File: src/rtl/qvr_pkg.sv
// Shared types and constants for the quaternion vector rotation pipeline.
// No dependencies; imported by every module of the block.
package qvr_pkg;

   // Quaternion components are signed Q2.14.
   localparam int QUAT_W = 16;
   localparam int PROD_W = 2 * QUAT_W;
   // Matrix entries are sums of up to four products, doubled on the off-diagonal.
   localparam int MAT_W = PROD_W + 2;
   // Matrix entries are split in two halves so that each multiplier stays narrow.
   localparam int MLO_W = MAT_W / 2;
   localparam int MHI_W = MAT_W - MLO_W;
   // A product of two Q2.14 values carries a scale of 2^28.
   localparam int FRAC_SHIFT = 2 * (QUAT_W - 2);
   // Growth of a row sum over the vector width.
   localparam int SUM_GROW = MHI_W + MLO_W + 3;
   localparam int MAT_ENTRIES = 9;

   typedef logic signed [QUAT_W-1:0] quat_comp_type;

   typedef struct packed {
      quat_comp_type w;
      quat_comp_type z;
      quat_comp_type y;
      quat_comp_type x;
   } quat_type;

   // Row-major 3x3 matrix, entry r*3+c.
   typedef logic [MAT_ENTRIES-1:0][MAT_W-1:0] mat_type;

endpackage

File: src/rtl/qvr_round.sv
// Output stage: drops the 2^28 scale (rounding offset already added),
// saturates each component and raises the clip flag. Depends on qvr_pkg.
module qvr_round #(
   parameter int VECTOR_WIDTH = 16
) (
   input  logic                                              clock,
   input  logic                                              reset,
   input  logic                                              in_valid,
   output logic                                              in_ready,
   input  logic [2:0][VECTOR_WIDTH+qvr_pkg::SUM_GROW-1:0]    in_sum,
   output logic                                              out_valid,
   input  logic                                              out_ready,
   output logic [2:0][VECTOR_WIDTH-1:0]                      out_rot,
   output logic                                              out_sat
);
   import qvr_pkg::*;

   localparam int TOT_W = VECTOR_WIDTH + SUM_GROW;
   localparam int Q_W   = TOT_W - FRAC_SHIFT;
   localparam logic signed [Q_W-1:0] Q_MAX = Q_W'((64'sd1 <<< (VECTOR_WIDTH - 1)) - 64'sd1);
   localparam logic signed [Q_W-1:0] Q_MIN = -Q_MAX - Q_W'(1);
   localparam logic [VECTOR_WIDTH-1:0] ROT_MAX = {1'b0, {(VECTOR_WIDTH-1){1'b1}}};
   localparam logic [VECTOR_WIDTH-1:0] ROT_MIN = {1'b1, {(VECTOR_WIDTH-1){1'b0}}};

   logic                          valid_ff, stage_en;
   logic signed [TOT_W-1:0]       shifted [3];
   logic signed [Q_W-1:0]         q [3];
   logic [2:0][VECTOR_WIDTH-1:0]  rot_in, rot_ff;
   logic                          sat_in, sat_ff;

   assign stage_en = !valid_ff || out_ready;
   assign in_ready = stage_en;

   always_comb begin
      sat_in = 1'b0;
      for (int r = 0; r < 3; r++) begin
         shifted[r] = $signed(in_sum[r]) >>> FRAC_SHIFT;
         q[r]       = shifted[r][Q_W-1:0];
         if (q[r] > Q_MAX) begin
            rot_in[r] = ROT_MAX;
            sat_in    = 1'b1;
         end else if (q[r] < Q_MIN) begin
            rot_in[r] = ROT_MIN;
            sat_in    = 1'b1;
         end else begin
            rot_in[r] = q[r][VECTOR_WIDTH-1:0];
         end
      end
   end

   always_ff @(posedge clock) begin
      if (reset) begin
         valid_ff <= 1'b0;
      end else if (stage_en) begin
         valid_ff <= in_valid;
      end
   end

   always_ff @(posedge clock) begin
      if (stage_en) begin
         rot_ff <= rot_in;
         sat_ff <= sat_in;
      end
   end

   assign out_valid = valid_ff;
   assign out_rot   = rot_ff;
   assign out_sat   = sat_ff;

   // A flagged item must have at least one component pinned at a limit.
   a_sat_at_limit: assert property (@(posedge clock) disable iff (reset)
      (valid_ff && sat_ff) |->
         (rot_ff[0] == ROT_MAX || rot_ff[0] == ROT_MIN ||
          rot_ff[1] == ROT_MAX || rot_ff[1] == ROT_MIN ||
          rot_ff[2] == ROT_MAX || rot_ff[2] == ROT_MIN))
      else $error("qvr_round: clip flag set with no component at a limit");

endmodule

File: config.mk
export PLATFORM = sky130hd
export DESIGN_NAME = qvr_round
export DESIGN_NICKNAME = d
export VERILOG_FILES = /design/src/rtl/qvr_pkg.sv /design/src/rtl/qvr_round.sv
export SDC_FILE = /design/constraint.sdc
export NUM_CORES = 1
export LEC_CHECK = 0
export BUFFER_PORTS_ARGS = -buffer_cell sky130_fd_sc_hd__buf_2
export CORE_ASPECT_RATIO = 0.5
export CORE_UTILIZATION = 38
export CTS_CLUSTER_DIAMETER = 30
export DETAILED_ROUTE_END_ITERATION = 10
export GPL_TIMING_DRIVEN = 0
export PLACE_DENSITY = 0.91
export REMOVE_ABC_BUFFERS = 1
export SYNTH_ARGS = -nofsm -noshare
export SYNTH_HDL_FRONTEND = slang
export SYNTH_SLANG_ARGS = --single-unit
File: constraint.sdc
create_clock -name clock -period 7.2 [get_ports clock]
set_input_delay 2.16 -clock clock [delete_from_list [all_inputs] [get_ports clock]]
set_output_delay 2.16 -clock clock [all_outputs]
set_load 0.05 [all_outputs]
==> results.py <==
metrics = {
    "layout": {
        "final_common_cell": "buf_2",
        "n_antenna_cell": 0,
        "final_cells": 339,
        "nNetsFinal": 432,
        "final_cell_mix": "buf_2, edfxtp_1, o21a_1, a21o_1, clkbuf_8",
        "utilization": 0.573,
        "syn2layout_area_growth_pct": 38.0,
        "drive_above_1_share": 0.539,
    },
    "power": {
        "p_int_uw": 491,
        "p_seq_frac": 0.498,
        "power_uw": 704,
        "pwr-share-clk": 0.272,
        "powerDensity_nw_per_um2": 238,
        "peakVddDrop_uv": 162,
        "power_frac_comb": 0.231,
        "switching_share": 0.303,
        "power.static_leakage_uw": 0.00132,
        "p_sw_uw": 213,
    },
    "place": {
        "gp_congestion": 0.799,
        "dp.cells": 332,
        "dp_hpwl_mm": 3.94,
        "portBuffers": 129,
    },
    "critical_path": {
        "worstSetupPathType": "input port to output port",
        "reg2reg_depth": 2,
        "critical_path.max_stage_delay_ps": 330,
        "path_common_cell": "buf_2",
        "path_cells": "buf_2 -> nand2b_2 -> buf_2",
        "cp.required_ps": 5040,
        "worstPathArrival_ps": 2840,
        "cp_max_fo": 11,
        "critPathLaunchType": "input port",
        "endpoint_kind": "output port",
        "slowest_stage": "buf_2",
    },
    "clocking": {
        "cts_resized": 0,
        "root_buffer": "clkbuf_8",
        "clk_latency_ps": 300,
        "clock_path_buffers": 2,
        "cts_tree": "done",
        "cts.sink_count": 50,
        "hold_buffers": 0,
        "post_cts_buffers": 0,
        "clkTransAtPathRegs_ps": 80,
        "htree_levels": 2,
        "cts_buffers": 5,
    },
    "logic_synthesis": {
        "synth_cell_types": 26,
        "ys_ff_latch": 50,
        "syn_inst": 141,
        "avgSynthCellArea_sq_um": 15.2,
        "synth_warnings": 0,
        "syn-cell-area_sq_um": 2140,
        "seq_area_frac_synth": 0.697,
    },
    "grt": {
        "grt_pass1_wl_mm": 6.87,
        "grt_max_degree": 42,
        "antenna_found_initial": 0,
        "grt_use_total": 0.158,
        "grt_pass1_vias": 1494,
        "overflow": 0,
    },
    "run_status": {
        "status": "complete, no violations",
    },
    "route": {
        "drc": 0,
        "vias": 1669,
        "dr.pass1.iters": 4,
        "wire_per_inst_um": 14.9,
        "drtIter0Drc": 42,
        "drt_wl_total_mm": 5.06,
        "routed_via_density": 4.92,
        "ant_nets": 0,
    },
    "timing": {
        "timing_hold_violations_final": 0,
        "rsz0062_at_grt": "no",
        "max_slew_margin": 0.192,
        "fin_setup_tns_ps": 0,
        "finalMaxSlewViolations": 0,
        "finalCriticalPeriod_ps": 5000,
        "post-route-period-util": 0.694,
        "worstMarginPinSlew_ps": 1210,
        "fmax_mhz": 200,
        "setup_viol": 0,
        "finClkSkew_ps": 8.97,
    },
    "die": {
        "fp.dieH_um": 55.1,
        "initial_core_util": 0.415,
        "num_rows": 18,
        "io_pins": 214,
        "die_w_um": 108,
        "die_area_sq_um": 5960,
        "coreArea_sq_um": 5160,
    },
    "min_path": {
        "hold_class": "flop to flop",
        "hold_depth": 2,
    },
    "job": {
        "cap_viol_max_count": 0,
    },
}
-- state kept, by name (all words and copies together) (netlist names) --
name	count
out_rot	48
out_sat	1
out_valid	1
-- final timing paths --
check / from / to / slack (ps)
hold / removal: out_valid / out_valid / 710
hold reg to reg: out_valid / out_valid / 710
setup / recovery: out_ready / in_ready / 2200
setup reg to reg: out_valid / out_rot[5] / 6040
-- logic make-up after synthesis --
| family | after synthesis | synth area share |
|---|---|---|
| AO/OA/AOI/OAI | 53 | 0.192 |
| buffers and inverters | 11 | 0.0292 |
| flip-flops | 50 | 0.697 |
| AND/OR/NAND/NOR | 27 | 0.0824 |
-- metrics by stage --
stage / setup slack (ps) / area, sq um / hold slack [ps]
global placement: 644 / 2820 / 1960
detailed placement: 2190 / 2840 / 704
CTS: 2190 / 2950 / 718
global route: 2150 / 2960 / 769
finish: 2200 / 2960 / 706
floorplan: 1300 / 2090 / 2230
-- cell type report --
cell class	instances	area (sq um)
Fill cell	446	2200
Sequential cell	50	1490
Timing Repair Buffer	130	666
Multi-Input combinational cell	80	596
Tap cell	70	87.6
Clock buffer	5	68.8
Clock inverter	2	38.8
Inverter	2	7.51
-- cells in the mapped netlist --
master         count  share of area
a21o_1            15          0.053
a21oi_1            1         0.0023
a31oi_1            3         0.0088
and3_1             2         0.0058
and4_1             3          0.012
buf_2              3         0.0070
buf_4              3          0.011
clkbuf_1           2         0.0035
dfxtp_1            1         0.0094
dlygate4sd3_1      1         0.0047
edfxtp_1          49           0.69
inv_1              2         0.0035
nand2_1            2         0.0035
nand2b_1           1         0.0029
nand3_1            4         0.0094
nand4_1            2         0.0058
nor2_1             3         0.0053
nor3_1             3         0.0070
nor4_1             3         0.0088
nor4_2             3          0.018
o21a_1            30           0.11
o21ai_2            1         0.0041
o22ai_1            1         0.0029
o31ai_2            1         0.0058
o31ai_4            1         0.0099
or3b_1             1         0.0041
-- power groups by stage --
stage	Sequential [uW]	Clock (uW)	Combinational, uW
final	351	191	162
after global routing	353	206	171
after CTS	351	198	163
after detailed placement	358	0	162
after global placement	357	0	158
after floorplan	440	0	26.7
-- worst max-delay path, delay by kind of cell --
| family | cells | cell delay (ps) |
|---|---|---|
| buffers and inverters | 2 | 400 |
| AND/OR/NAND/NOR | 1 | 280 |
-- metal layers --
metal	share of wire	GRT usage
met4	0.014	0.0662
met2	0.56	0.294
met5	0	0
met1	0.38	0.179
met3	0.047	0.0433
(Power assumes the default switching activity.)
